### config.mk
export PLATFORM = sky130hd
export DESIGN_NAME = label_prefix_permission_grant
export DESIGN_NICKNAME = d
export VERILOG_FILES = /design/src/hw/rtl/lpg_pkg.sv /design/src/hw/rtl/label_prefix_permission_grant.sv /design/src/hw/rtl/lpg_cfg_regs.sv /design/src/hw/rtl/lpg_slot_grant.sv
export SDC_FILE = /design/constraint.sdc
export NUM_CORES = 1
export LEC_CHECK = 0
export BUFFER_PORTS_ARGS = -buffer_cell sky130_fd_sc_hd__buf_2
export CORE_ASPECT_RATIO = 0.75
export CORE_MARGIN = 5
export CORE_UTILIZATION = 50
export DETAILED_ROUTE_END_ITERATION = 8
export PLACE_DENSITY_LB_ADDON = 0.3
export SYNTH_ARGS = -nofsm -noshare
export SYNTH_HDL_FRONTEND = slang
export SYNTH_SLANG_ARGS = --single-unit
export TNS_END_PERCENT = 100
### constraint.sdc
create_clock -name clk -period 5.35 [get_ports clk]
set_input_delay 1.3375 -clock clk [delete_from_list [all_inputs] [get_ports clk]]
set_output_delay 1.3375 -clock clk [all_outputs]
set_load 0.05 [all_outputs]
### src/hw/rtl/lpg_pkg.sv
`default_nettype none

package lpg_pkg;

  localparam int LEVELS_DEFAULT  = 8;
  localparam int ID_BITS_DEFAULT = 8;

  localparam int LANE_BITS      = 8;
  localparam int LANES_MAX      = 8;
  localparam int GRANT_BITS     = 8;
  localparam int LEN_BITS       = 4;
  localparam int IDS_BITS       = LANE_BITS * LANES_MAX;
  localparam int CFG_INDEX_BITS = 2;
  localparam int CFG_DATA_BITS  = 64;

  typedef enum logic [CFG_INDEX_BITS-1:0] {
    REG_DEFAULT_GRANT = 2'd0,
    REG_LABEL_LENGTH  = 2'd1,
    REG_LABEL_IDS     = 2'd2,
    REG_LEVEL_BITS    = 2'd3
  } cfg_reg_t;

  typedef struct packed {
    logic [GRANT_BITS-1:0] default_grant;
    logic [LEN_BITS-1:0]   label_length;
    logic [IDS_BITS-1:0]   label_ids;
    logic [IDS_BITS-1:0]   label_level_bits;
  } label_cfg_t;

endpackage

`default_nettype wire

### src/hw/rtl/label_prefix_permission_grant.sv
// Pipeline: input register, one compare/OR pass, result register.
// Throughput: one slot beat per cycle while in_stall is low.
// The input stalls only while a last slot waits behind an output beat that is stalled.
// Reset (rst, synchronous, active high) clears the configuration registers,
// the grant accumulator and both valid flags.
`default_nettype none

module label_prefix_permission_grant #(
  parameter int LEVELS  = lpg_pkg::LEVELS_DEFAULT,
  parameter int ID_BITS = lpg_pkg::ID_BITS_DEFAULT
) (
  input  wire logic                               clk,
  input  wire logic                               rst,
  input  wire logic                               cfg_write,
  input  wire logic [lpg_pkg::CFG_INDEX_BITS-1:0] cfg_index,
  input  wire logic [lpg_pkg::CFG_DATA_BITS-1:0]  cfg_data,
  input  wire logic                               in_valid,
  output logic                                    in_stall,
  input  wire logic                               slot_active,
  input  wire logic [lpg_pkg::LEN_BITS-1:0]       slot_length,
  input  wire logic [lpg_pkg::IDS_BITS-1:0]       slot_ids,
  input  wire logic                               last_slot,
  output logic                                    out_valid,
  input  wire logic                               out_stall,
  output logic      [lpg_pkg::GRANT_BITS-1:0]     granted
);

  lpg_pkg::label_cfg_t cfg;

  logic                            s1_valid;
  logic                            s1_active;
  logic [lpg_pkg::LEN_BITS-1:0]    s1_length;
  logic [lpg_pkg::IDS_BITS-1:0]    s1_ids;
  logic                            s1_last;
  logic [lpg_pkg::GRANT_BITS-1:0]  s1_grant;
  logic [lpg_pkg::GRANT_BITS-1:0]  acc;
  logic [lpg_pkg::GRANT_BITS-1:0]  acc_next;
  logic                            s1_blocked;
  logic                            s1_fire;
  logic                            in_fire;

  lpg_cfg_regs u_cfg_regs (
    .clk       (clk),
    .rst       (rst),
    .cfg_write (cfg_write),
    .cfg_index (cfg_index),
    .cfg_data  (cfg_data),
    .cfg       (cfg)
  );

  lpg_slot_grant #(
    .LEVELS  (LEVELS),
    .ID_BITS (ID_BITS)
  ) u_slot_grant (
    .cfg         (cfg),
    .slot_active (s1_active),
    .slot_length (s1_length),
    .slot_ids    (s1_ids),
    .grant       (s1_grant)
  );

  // a last slot needs a free output register
  assign s1_blocked = s1_last && out_valid && out_stall;
  assign s1_fire    = s1_valid && !s1_blocked;
  assign in_stall   = s1_valid && s1_blocked;
  assign in_fire    = in_valid && !in_stall;
  assign acc_next   = acc | s1_grant;

  always_ff @(posedge clk) begin
    if (rst) begin
      s1_valid <= 1'b0;
    end else if (in_fire) begin
      s1_valid <= 1'b1;
    end else if (s1_fire) begin
      s1_valid <= 1'b0;
    end
  end

  always_ff @(posedge clk) begin
    if (in_fire) begin
      s1_active <= slot_active;
      s1_length <= slot_length;
      s1_ids    <= slot_ids;
      s1_last   <= last_slot;
    end
  end

  always_ff @(posedge clk) begin
    if (rst) begin
      acc       <= '0;
      out_valid <= 1'b0;
    end else begin
      if (out_valid && !out_stall) begin
        out_valid <= 1'b0;
      end
      if (s1_fire) begin
        if (s1_last) begin
          acc       <= '0;
          out_valid <= 1'b1;
        end else begin
          acc <= acc_next;
        end
      end
    end
  end

  always_ff @(posedge clk) begin
    if (s1_fire && s1_last) begin
      granted <= acc_next;
    end
  end

endmodule

`default_nettype wire

### src/hw/rtl/lpg_cfg_regs.sv
`default_nettype none

module lpg_cfg_regs (
  input  wire logic                               clk,
  input  wire logic                               rst,
  input  wire logic                               cfg_write,
  input  wire logic [lpg_pkg::CFG_INDEX_BITS-1:0] cfg_index,
  input  wire logic [lpg_pkg::CFG_DATA_BITS-1:0]  cfg_data,
  output lpg_pkg::label_cfg_t                     cfg
);

  always_ff @(posedge clk) begin
    if (rst) begin
      cfg <= '0;
    end else if (cfg_write) begin
      unique case (lpg_pkg::cfg_reg_t'(cfg_index))
        lpg_pkg::REG_DEFAULT_GRANT: cfg.default_grant    <= cfg_data[lpg_pkg::GRANT_BITS-1:0];
        lpg_pkg::REG_LABEL_LENGTH:  cfg.label_length     <= cfg_data[lpg_pkg::LEN_BITS-1:0];
        lpg_pkg::REG_LABEL_IDS:     cfg.label_ids        <= cfg_data[lpg_pkg::IDS_BITS-1:0];
        lpg_pkg::REG_LEVEL_BITS:    cfg.label_level_bits <= cfg_data[lpg_pkg::IDS_BITS-1:0];
        default: ;
      endcase
    end
  end

endmodule

`default_nettype wire

### src/hw/rtl/lpg_slot_grant.sv
`default_nettype none

module lpg_slot_grant #(
  parameter int LEVELS  = lpg_pkg::LEVELS_DEFAULT,
  parameter int ID_BITS = lpg_pkg::ID_BITS_DEFAULT
) (
  input  wire lpg_pkg::label_cfg_t              cfg,
  input  wire logic                             slot_active,
  input  wire logic [lpg_pkg::LEN_BITS-1:0]     slot_length,
  input  wire logic [lpg_pkg::IDS_BITS-1:0]     slot_ids,
  output logic      [lpg_pkg::GRANT_BITS-1:0]   grant
);

  logic [lpg_pkg::LEN_BITS-1:0] label_len_eff;

  // label longer than the level count (LEVELS) is cut to the level count
  assign label_len_eff = (cfg.label_length > lpg_pkg::LEN_BITS'(LEVELS))
                         ? lpg_pkg::LEN_BITS'(LEVELS) : cfg.label_length;

  always_comb begin
    logic run;
    logic in_slot;
    logic id_match;
    run   = 1'b1;
    grant = cfg.default_grant;
    for (int lvl = 0; lvl < LEVELS; lvl++) begin
      in_slot  = lpg_pkg::LEN_BITS'(lvl) < slot_length;
      id_match = cfg.label_ids[lvl*lpg_pkg::LANE_BITS +: ID_BITS]
                 == slot_ids[lvl*lpg_pkg::LANE_BITS +: ID_BITS];
      // past the end of the slot every level passes (prefix case)
      run = run & (~in_slot | id_match);
      if (run && (lpg_pkg::LEN_BITS'(lvl) < label_len_eff)) begin
        grant = grant | cfg.label_level_bits[lvl*lpg_pkg::LANE_BITS +: lpg_pkg::GRANT_BITS];
      end
    end
    if (!slot_active) begin
      grant = '0;
    end
  end

endmodule

`default_nettype wire

==> results of run 1 <==
-- worst paths after layout --
path / slack [ps] / startpoint / to / cells past startpoint
setup reg to reg: 2130 / s1_ids[7]$_DFFE_PP_ / granted[5]$_DFFE_PP_ / 8
hold / removal: 460 / u_cfg_regs.cfg[33]$_SDFFE_PP0P_ / u_cfg_regs.cfg[33]$_SDFFE_PP0P_ / 2
hold reg to reg: 460 / u_cfg_regs.cfg[33]$_SDFFE_PP0P_ / u_cfg_regs.cfg[33]$_SDFFE_PP0P_ / 2
setup / recovery: 1940 / out_stall / in_stall / 4
-- tightest hold or removal path, delay by kind of cell (launching register included) --
family	cells	cell delay (ps)
flops	1	310
simple gates	1	50
compound gates	1	50
-- through the flow --
| stage | area (um^2) | utilization [%] | hold WS [ps] |
|---|---|---|---|
| floorplan | 8990 | - | 436 |
| global placement | 9930 | 56.2 | 442 |
| detailed placement | 9930 | 56.2 | 448 |
| CTS | 10700 | 60.6 | 458 |
| global route | 10700 | 60.6 | 474 |
| finish | 10700 | 60.6 | 456 |
-- logic make-up (layout without fill, tap and decap cells) --
family / Yosys count / in the layout / synth area share [%]
and+or+nand+nor: 386 / 386 / 18.6
buffers and inverters: 53 / 198 / 2.35
AOI/OAI and AO/OA: 194 / 194 / 12.1
DFF: 228 / 228 / 59.5
xor gates and xnor gates: 64 / 64 / 6.24
muxes: 12 / 12 / 1.34
-- synthesized netlist by cell type, types with 2 or more instances --
master | n | area (um^2)
o21ai_1 | 8 | 40.0
xnor2_1 | 8 | 70.1
o211a_1 | 8 | 80.1
edfxtp_1 | 78 | 2340
o21a_1 | 9 | 67.6
nor3_2 | 2 | 20.0
nor2_1 | 28 | 105
nand4_1 | 18 | 113
a21oi_2 | 3 | 26.3
a21oi_1 | 135 | 676
mux2i_1 | 12 | 120
xor2_1 | 56 | 490
nand2_1 | 293 | 1100
nor4_4 | 3 | 63.8
nor3_1 | 9 | 45.0
clkbuf_1 | 45 | 169
o21ai_0 | 18 | 90.1
dfxtp_1 | 150 | 3000
nor4_2 | 4 | 50.1
nor4_1 | 11 | 68.8
buf_1 | 5 | 18.8
a221oi_1 | 8 | 70.1
a31oi_1 | 3 | 18.8
nand3_1 | 9 | 45.0
-- power by group through the flow --
stage	clock network [uW]	registers, uW	logic (uW)
6_report	1590	1900	248
3_3_place_gp	0	1940	245
2_1_floorplan	0	1930	140
5_1_grt	1700	1910	278
3_5_place_dp	0	1940	249
4_1_cts	1620	1900	250
-- area by class of cell --
type / instances / area (um^2)
timing repair buffer: 158 / 826
clock inverter: 8 / 41.3
clock buffer: 32 / 724
tap: 242 / 303
multi-input combinational: 656 / 3450
fill: 1566 / 6960
sequential: 228 / 5350
-- per-layer routing --
layer | part of all wire [%] | vias to the layer above | GRT usage (%)
met2 | 43 | 217 | 28.9
met4 | 2.0 | 0 | 4.50
li1 | - | 3457 | -
met3 | 7.3 | 37 | 4.02
met1 | 48 | 3242 | 31.6
met5 | 0 | - | 0
-- flip-flops by register name, summed over array words and instances (netlist names), 4 cells and up --
name and cells:
granted 8, s1_ids 64, s1_length 4, u_cfg_regs.cfg 140, acc 8
==> summary.md, run 1 <==
| Metric | Value |
|---|---|
| Critical Path Most Common Cell | `buf_2` |
| Skew-Pair Late Insertion Delay | `500 ps` |
| Unique masters post-synth | `38` |
| Sw frac | `22.4%` |
| DR vias | `6953` |
| DP Cell Count | `1284` |
| Commonest non-fill, non-tap cell in the layout | `nand2_1` |
| Initial core utilization | `50.9%` |
| Worst slew pin tran | `1190 ps` |
| Final period util | `63.7%` |
| Gr usage total | `20.2%` |
| Number of port buffers | `150` |
| Worst path required time | `4010 ps` |
| PD cells | `350 nW/um^2` |
| Core Box Area | `17700 um^2` |
| Max Clk Rate | `293 MHz` |
| Critical Path Slowest Stage Cell | `buf_2` |
| Clock network fraction of total power | `42.5%` |
| H-tree levels | `1` |
| Remaining Overflow, GRT | `0` |
| Pre-CTS WS | `1940 ps` |
| Number of synthesized flops with an enable pin | `78` |
| Global placer's final weighted congestion | `0.833` |
| Worst slew margin | `20.7%` |
| Die area | `20800 um^2` |
| Die W | `165 um` |
| Syn_nets | `1078` |
| Internal | `2900 uW` |
| Worst hold path type | `reg -> reg` |
| Final Skew | `10.1 ps` |
| Final setup vio count | `0` |
| Max incr delay on CP | `330 ps` |
| Delay-heaviest family, CP | `buffers and inverters` |
| Nets | `1207` |
| Asr flop ratio synth | `0%` |
| 1st-pass router iterations | `5` |
| Post-synthesis sequential area ratio | `59.5%` |
| WP buf/inv | `2` |
| Maximum vdd drop | `259 uV` |
| Fin cells | `1324` |
| CTS Hold Bufs | `0` |
| MaxCap Viol Count | `0` |
| Initial antenna violation count | `0` |
| Comb power frac | `6.6%` |
| Synthesis-to-layout area growth | `19.0%` |
| Worst setup margin | `1940 ps` |
| Syn Inst Count | `937` |
| CTS tree | `done` |
| Worst setup EP type | `primary output` |
| Antenna Cells | `0` |
| Share of cells above drive strength 1 | `19.6%` |
| Die extent in y | `126 um` |
| NetSw | `839 uW` |
| Worst Path Arrival | `2070 ps` |
| # IOs | `151` |
| Total negative setup slack | `0 ps` |
| Critical path peak fanout | `3` |
| Setup CP Type | `in -> out` |
| Sequential power share | `50.8%` |
| Max Root-Sink Buffers | `3` |
| Final Hold Fails | `0` |
| Pwr Total | `3740 uW` |
| Vias per std cell | `5.25` |
| Synthesized area | `8990 um^2` |
| CTS Sinks | `228` |
| Leak pwr | `0.00419 uW` |
| Post-DRT Antenna Nets | `0` |
| Sequence of cells on the critical path | `buf_2 > nand2_1 > nor2_1 > buf_2` |
| Largest net degree at the start of global routing | `81` |
| Num CTS Buffers | `22` |
| WL final | `21.3 mm` |
| DR iter-0 viols | `602` |
| WL/cell | `16.1 um` |
| Max-slew violations | `0` |
| CTS resizes | `0` |
| Startpoint types | `input pin` |
| Post-CTS setup buffer count | `0` |
| Rows | `42` |
| Vias in the first global route | `6528` |
| Reg clk slew, reported paths | `70 ps` |
| Run status | `completed` |
| Clock root buffer master | `clkbuf_16` |
| Synthesized flop and latch total | `228` |
| Primary FF master, synth | `dfxtp_1` |
| Syn_area_per_cell | `9.59 um^2` |
| Detailed placement HPWL | `14.7 mm` |
| Unrepaired setup endpoints after global routing | `false` |
| Most frequent cells in the layout | `293 x nand2_1, 150 x dfxtp_1, 149 x buf_2` |
| Min Clock Period, post-route | `3410 ps` |
| Residual DRC count | `0` |
| Ys Warns | `0` |
| First-pass GRT wire length | `33.8 mm` |
(Power assumes the default switching activity.)
==> run 2: changes to the inputs <==
Settings changed: CORE_UTILIZATION 50 to 56.
Clock period 5.35 ns to 3.25 ns, I/O delays scaled along.
==> summary.md, run 2 (synthesized netlist as in run 1, its figures left out) <==
| Metric | Value |
|---|---|
| Number of port buffers | `150 (unchanged)` |
| MaxCap Viol Count | `0 (unchanged)` |
| CTS Sinks | `228 (unchanged)` |
| Gr usage total | `23.3% (was 20.2%)` |
| Final Skew | `6.30 ps (was 10.1 ps)` |
| Worst slew pin tran | `1120 ps (was 1190 ps)` |
| Nets | `1209 (was 1207)` |
| Worst Path Arrival | `3090 ps (was 2070 ps)` |
| Num CTS Buffers | `22 (unchanged)` |
| Post-DRT Antenna Nets | `0 (unchanged)` |
| Maximum vdd drop | `379 uV (was 259 uV)` |
| Startpoint types | `flop (was input pin)` |
| Post-CTS setup buffer count | `0 (unchanged)` |
| Worst setup EP type | `flop (was primary output)` |
| WL/cell | `16.9 um (was 16.1 um)` |
| Max-slew violations | `0 (unchanged)` |
| Die extent in y | `120 um (was 126 um)` |
| Setup CP Type | `reg -> reg (was in -> out)` |
| DR iter-0 viols | `606 (was 602)` |
| First-pass GRT wire length | `35.1 mm (was 33.8 mm)` |
| CTS Hold Bufs | `0 (unchanged)` |
| Run status | `completed (unchanged)` |
| 1st-pass router iterations | `5 (unchanged)` |
| Worst path required time | `3620 ps (was 4010 ps)` |
| Max Clk Rate | `367 MHz` |
| Die area | `18700 um^2 (was 20800 um^2)` |
| Reg clk slew, reported paths | `60 ps (was 70 ps)` |
| Clock root buffer master | `clkbuf_16 (unchanged)` |
| Worst hold path type | `reg -> reg (unchanged)` |
| Worst slew margin | `25.1% (was 20.7%)` |
| DR vias | `7080 (was 6953)` |
| Remaining Overflow, GRT | `0 (unchanged)` |
| Vias per std cell | `5.47 (was 5.25)` |
| Min Clock Period, post-route | `2720 ps` |
| PD cells | `579 nW/um^2 (was 350 nW/um^2)` |
| Synthesis-to-layout area growth | `19.4% (was 19.0%)` |
| Largest registers | `u_cfg_regs.cfg: 140 flops, s1_ids: 64 flops (unchanged)` |
| CTS resizes | `0 (unchanged)` |
| # IOs | `151 (unchanged)` |
| Final Hold Fails | `0 (unchanged)` |
| Residual DRC count | `0 (unchanged)` |
| WL final | `21.9 mm (was 21.3 mm)` |
| H-tree levels | `1 (unchanged)` |
| Max Root-Sink Buffers | `3 (unchanged)` |
| Global placer's final weighted congestion | `0.948 (was 0.833)` |
| Leak pwr | `0.00422 uW (was 0.00419 uW)` |
| Vias in the first global route | `6860 (was 6528)` |
| Most frequent cells in the layout | `293 x nand2_1, 150 x dfxtp_1, 149 x buf_2 (unchanged)` |
| Initial core utilization | `56.7% (was 50.9%)` |
| Detailed placement HPWL | `15.3 mm (was 14.7 mm)` |
| Reg with most FFs | `u_cfg_regs.cfg (unchanged)` |
| Rows | `40 (was 42)` |
| Die W | `156 um (was 165 um)` |
| Skew-Pair Late Insertion Delay | `500 ps (about the same)` |
| Share of cells above drive strength 1 | `19.6% (about the same)` |
| Core Box Area | `15900 um^2 (was 17700 um^2)` |
| Critical path peak fanout | `11 (was 3)` |
| Final hold slack | `456 ps (about the same)` |
| Max FFs per register | `140 (unchanged)` |
| Unrepaired setup endpoints after global routing | `false (unchanged)` |
| Total negative setup slack | `0 ps (unchanged)` |
| Commonest non-fill, non-tap cell in the layout | `nand2_1 (unchanged)` |
| Final period util | `83.8%` |
| CTS tree | `done (unchanged)` |
| Initial antenna violation count | `1 (was 0)` |
| Largest net degree at the start of global routing | `100 (was 81)` |
| Final setup vio count | `0 (unchanged)` |
==> run 2: through the flow <==
| step | area (um^2) | instances | setup WS [ps] | power (uW) | util [%] |
|---|---|---|---|---|---|
| finish | 10700 | 1295 | 528 | 6220 | 67.7 |
| global route | 10700 | 1295 | 328 | 6440 | 67.7 |
| CTS | 10700 | 1294 | 669 | 6270 | 67.7 |
| detailed placement | 9950 | 1254 | 680 | 3610 | 62.7 |
| global placement | 9950 | 1254 | 752 | 3600 | 62.7 |
| floorplan | 9000 | 937 | 582 | 3410 | - |
==> run 2: layer usage <==
layer | global-route usage [%] | wire, um | up-vias | part of all wire [%]
li1 | - | - | 3472 | -
met1 | 34.6 | 10000 | 3323 | 46
met4 | 5.75 | 527 | 0 | 2.4
met2 | 35.1 | 9690 | 242 | 44
met5 | 0 | 0 | - | 0
met3 | 4.58 | 1680 | 43 | 7.7
==> run 2: cell type report <==
type	count	area (um^2)
Tap cell	210	263
Clock buffer	35	733
Clock inverter	5	47.5
Sequential cell	228	5350
Fill cell	1266	5130
Multi-Input combinational cell	656	3450
Timing Repair Buffer	160	891
Antenna cell	1	2.50
==> run 2: worst max-delay path, stage by stage (launching register included) <==
cell and delay (ps):
edfxtp_1 460, nor4_1 650, a21oi_1 410, nor3_2 600
a221oi_1 190, nand4_1 150, o21a_1 130
==> run 2: worst paths after layout <==
| path | startpoint | end | cells after the start | slack, ps |
|---|---|---|---|---|
| max | s1_length[1]$_DFFE_PP_ | granted[2]$_DFFE_PP_ | 6 | 530 |
| min | u_cfg_regs.cfg[33]$_SDFFE_PP0P_ | u_cfg_regs.cfg[33]$_SDFFE_PP0P_ | 2 | 460 |
| max reg2reg | s1_length[1]$_DFFE_PP_ | granted[2]$_DFFE_PP_ | 6 | 530 |
| min reg2reg | u_cfg_regs.cfg[33]$_SDFFE_PP0P_ | u_cfg_regs.cfg[33]$_SDFFE_PP0P_ | 2 | 460 |
==> run 2: power breakdown <==
| part | total [uW] | switching, uW | internal, uW |
|---|---|---|---|
| logic | 418 | 256 | 162 |
| clock network | 2660 | 1040 | 1620 |
| registers | 3130 | 67.9 | 3070 |
==> run 3: changes to the inputs <==
Clock period 3.25 ns to 2.6 ns, I/O delays scaled along.
==> summary.md, run 3 (synthesized netlist as in run 1, its figures left out) <==
| Metric | Value |
|---|---|
| Unrepaired setup endpoints after global routing | `false (unchanged)` |
| Critical path peak fanout | `11 (unchanged)` |
| Crit path launch | `u_cfg_regs.cfg[131]$_SDFFE_PP0P_ (was s1_length[1]$_DFFE_PP_)` |
| Run status | `completed (unchanged)` |
| Reg2Reg Setup Slack | `240 ps (was 530 ps)` |
| Startpoint types | `flop (unchanged)` |
| Sequence of cells on the critical path | `or2_1 > or3_1 > nand2_1 > o21ai_0 > a221oi_1 > nand4_1 > o21a_1 (was nor4_1 > a21oi_1 > nor3_2 > a221oi_1 > nand4_1 > o21a_1)` |
| Reg clk slew, reported paths | `70 ps (was 60 ps)` |
| Area of the multi-input gates | `3450 um^2 (unchanged)` |
| Skew-Pair Late Insertion Delay | `500 ps (about the same)` |
| Most frequent cells in the layout | `293 x nand2_1, 150 x dfxtp_1, 149 x buf_2 (unchanged)` |
| R2R depth | `7 (was 6)` |
| Remaining Overflow, GRT | `0 (unchanged)` |
| Detailed placement HPWL | `15.0 mm (was 15.3 mm)` |
| Clock root buffer master | `clkbuf_16 (unchanged)` |
| Total negative setup slack | `0 ps (unchanged)` |
| Worst path required time | `2860 ps (was 3620 ps)` |
| Largest registers | `u_cfg_regs.cfg: 140 flops, s1_ids: 64 flops (unchanged)` |
| # IOs | `151 (unchanged)` |
| Final Skew | `6.49 ps (was 6.30 ps)` |
| CTS Sinks | `228 (unchanged)` |
| Leak pwr | `0.00426 uW (was 0.00422 uW)` |
| Max-slew violations | `0 (unchanged)` |
| WL/cell | `16.5 um (was 16.9 um)` |
| WL final | `21.5 mm (was 21.9 mm)` |
| Post-DRT Antenna Nets | `0 (unchanged)` |
| Residual DRC count | `0 (unchanged)` |
| H-tree levels | `1 (unchanged)` |
| Max incr delay on CP | `520 ps (was 650 ps)` |
| PD cells | `724 nW/um^2 (was 579 nW/um^2)` |
| Final setup vio count | `0 (unchanged)` |
| Worst slew margin | `51.0% (was 25.1%)` |
| Largest net degree at the start of global routing | `97 (was 100)` |
| First-pass GRT wire length | `34.3 mm (was 35.1 mm)` |
| Final Hold Fails | `0 (unchanged)` |
| Final core utilization | `67.9% (was 67.7%)` |
| Worst setup margin | `241 ps (was 528 ps)` |
| Worst Path Arrival | `2610 ps (was 3090 ps)` |
| Number of port buffers | `150 (unchanged)` |
| Delay-heaviest family, CP | `simple AND/OR/NAND/NOR gates (unchanged)` |
| CTS Hold Bufs | `0 (unchanged)` |
| Reg with most FFs | `u_cfg_regs.cfg (unchanged)` |
| Pre-CTS WS | `288 ps (was 680 ps)` |
| Vias in the first global route | `6787 (was 6860)` |
| Critical path destination | `granted[4]$_DFFE_PP_ (was granted[2]$_DFFE_PP_)` |
| Max FFs per register | `140 (unchanged)` |
| WP buf/inv | `0 (unchanged)` |
| Reg2reg start | `u_cfg_regs.cfg[131]$_SDFFE_PP0P_ (was s1_length[1]$_DFFE_PP_)` |
| Synthesis-to-layout area growth | `19.8% (was 19.4%)` |
| Die W | `156 um (unchanged)` |
| Rows | `40 (unchanged)` |
| Worst setup EP type | `flop (unchanged)` |
| Global placer's final weighted congestion | `0.889 (was 0.948)` |
| Max Clk Rate | `424 MHz (was 367 MHz)` |
| 1st-pass router iterations | `5 (unchanged)` |
| Layout fillers | `1241 (was 1266)` |
| Worst path depth | `7 (was 6)` |
| DR iter-0 viols | `684 (was 606)` |
| Worst slew pin tran | `734 ps (was 1120 ps)` |
| MaxCap Viol Count | `0 (unchanged)` |
| CTS tree | `done (unchanged)` |
| Min Clock Period, post-route | `2360 ps (was 2720 ps)` |
| Max Root-Sink Buffers | `3 (unchanged)` |
| Num CTS Buffers | `22 (unchanged)` |
| Vias per std cell | `5.44 (was 5.47)` |
| Share of cells above drive strength 1 | `20.2% (was 19.6%)` |
| Register area | `5350 um^2 (unchanged)` |
| Reg-to-Reg End | `granted[4]$_DFFE_PP_ (was granted[2]$_DFFE_PP_)` |
| Critical Path Slowest Stage Cell | `or3_1 (was nor4_1)` |
| Commonest non-fill, non-tap cell in the layout | `nand2_1 (unchanged)` |
| Die area | `18700 um^2 (unchanged)` |
| DR vias | `7090 (was 7080)` |
| CTS resizes | `0 (unchanged)` |
| Initial antenna violation count | `1 (unchanged)` |
| Die extent in y | `120 um (unchanged)` |
| Post-CTS setup buffer count | `0 (unchanged)` |
| Nets | `1217 (was 1209)` |
| Worst hold path type | `in -> reg (was reg -> reg)` |
| Final period util | `90.7% (was 83.8%)` |
| Initial core utilization | `56.7% (unchanged)` |
| Core Box Area | `15900 um^2 (unchanged)` |
| Maximum vdd drop | `544 uV (was 379 uV)` |
| Setup CP Type | `reg -> reg (unchanged)` |
| Gr usage total | `22.4% (was 23.3%)` |
[run 3: per-stage QoR]
| stage | area [um^2] | cells | power [uW] | hold WS, ps |
|---|---|---|---|---|
| after floorplan | 9000 | 937 | 4270 | 436 |
| after global placement | 10000 | 1262 | 4500 | 445 |
| after detailed placement | 10000 | 1262 | 4510 | 447 |
| after CTS | 10800 | 1302 | 7850 | 303 |
| after global routing | 10800 | 1303 | 8060 | 301 |
| final | 10800 | 1303 | 7800 | 321 |
[run 3: worst min path at each step]
| stage | from | slack, ps | cells past startpoint | to |
|---|---|---|---|---|
| global route | slot_ids[8] | 300 | 1 | s1_ids[8]$_DFFE_PP_ |
| CTS | slot_ids[13] | 300 | 1 | s1_ids[13]$_DFFE_PP_ |
| finish | slot_ids[13] | 320 | 1 | s1_ids[13]$_DFFE_PP_ |
| global placement | u_cfg_regs.cfg[1]$_SDFFE_PP0P_ | 450 | 2 | u_cfg_regs.cfg[1]$_SDFFE_PP0P_ |
| floorplan | u_cfg_regs.cfg[10]$_SDFFE_PP0P_ | 440 | 2 | u_cfg_regs.cfg[10]$_SDFFE_PP0P_ |
| detailed placement | u_cfg_regs.cfg[1]$_SDFFE_PP0P_ | 450 | 2 | u_cfg_regs.cfg[1]$_SDFFE_PP0P_ |
[run 3: layout make-up]
class	instances	area share [%]
antenna	1	0.0232
tap	210	2.44
timing repair buffer	168	8.71
clock inverter	11	1.22
clock buffer	29	5.93
sequential	228	49.6
multi-input combinational	656	32.1
[run 3: metal layers]
layer  routed length (um)  vias to the layer above  global-route usage, %
met2                 9530                      272                   34.2
li1                     -                     3484                      -
met5                    0                        -                      0
met4                  437                        0                   4.82
met3                 1650                       37                   4.18
met1                 9900                     3297                   33.5
[run 3: worst reg2reg max path: cells and delay by family, from the launching register on]
kind	cells	cell delay (ps)
AND/OR/NAND/NOR	4	1220
AO/OA/AOI/OAI	3	550
flip-flops	1	350
[run 3: where the power goes]
part           total [uW]  switching (uW)  internal, uW
clock network        3360            1330          2030
logic                 524             318           206
registers            3920            83.5          3830
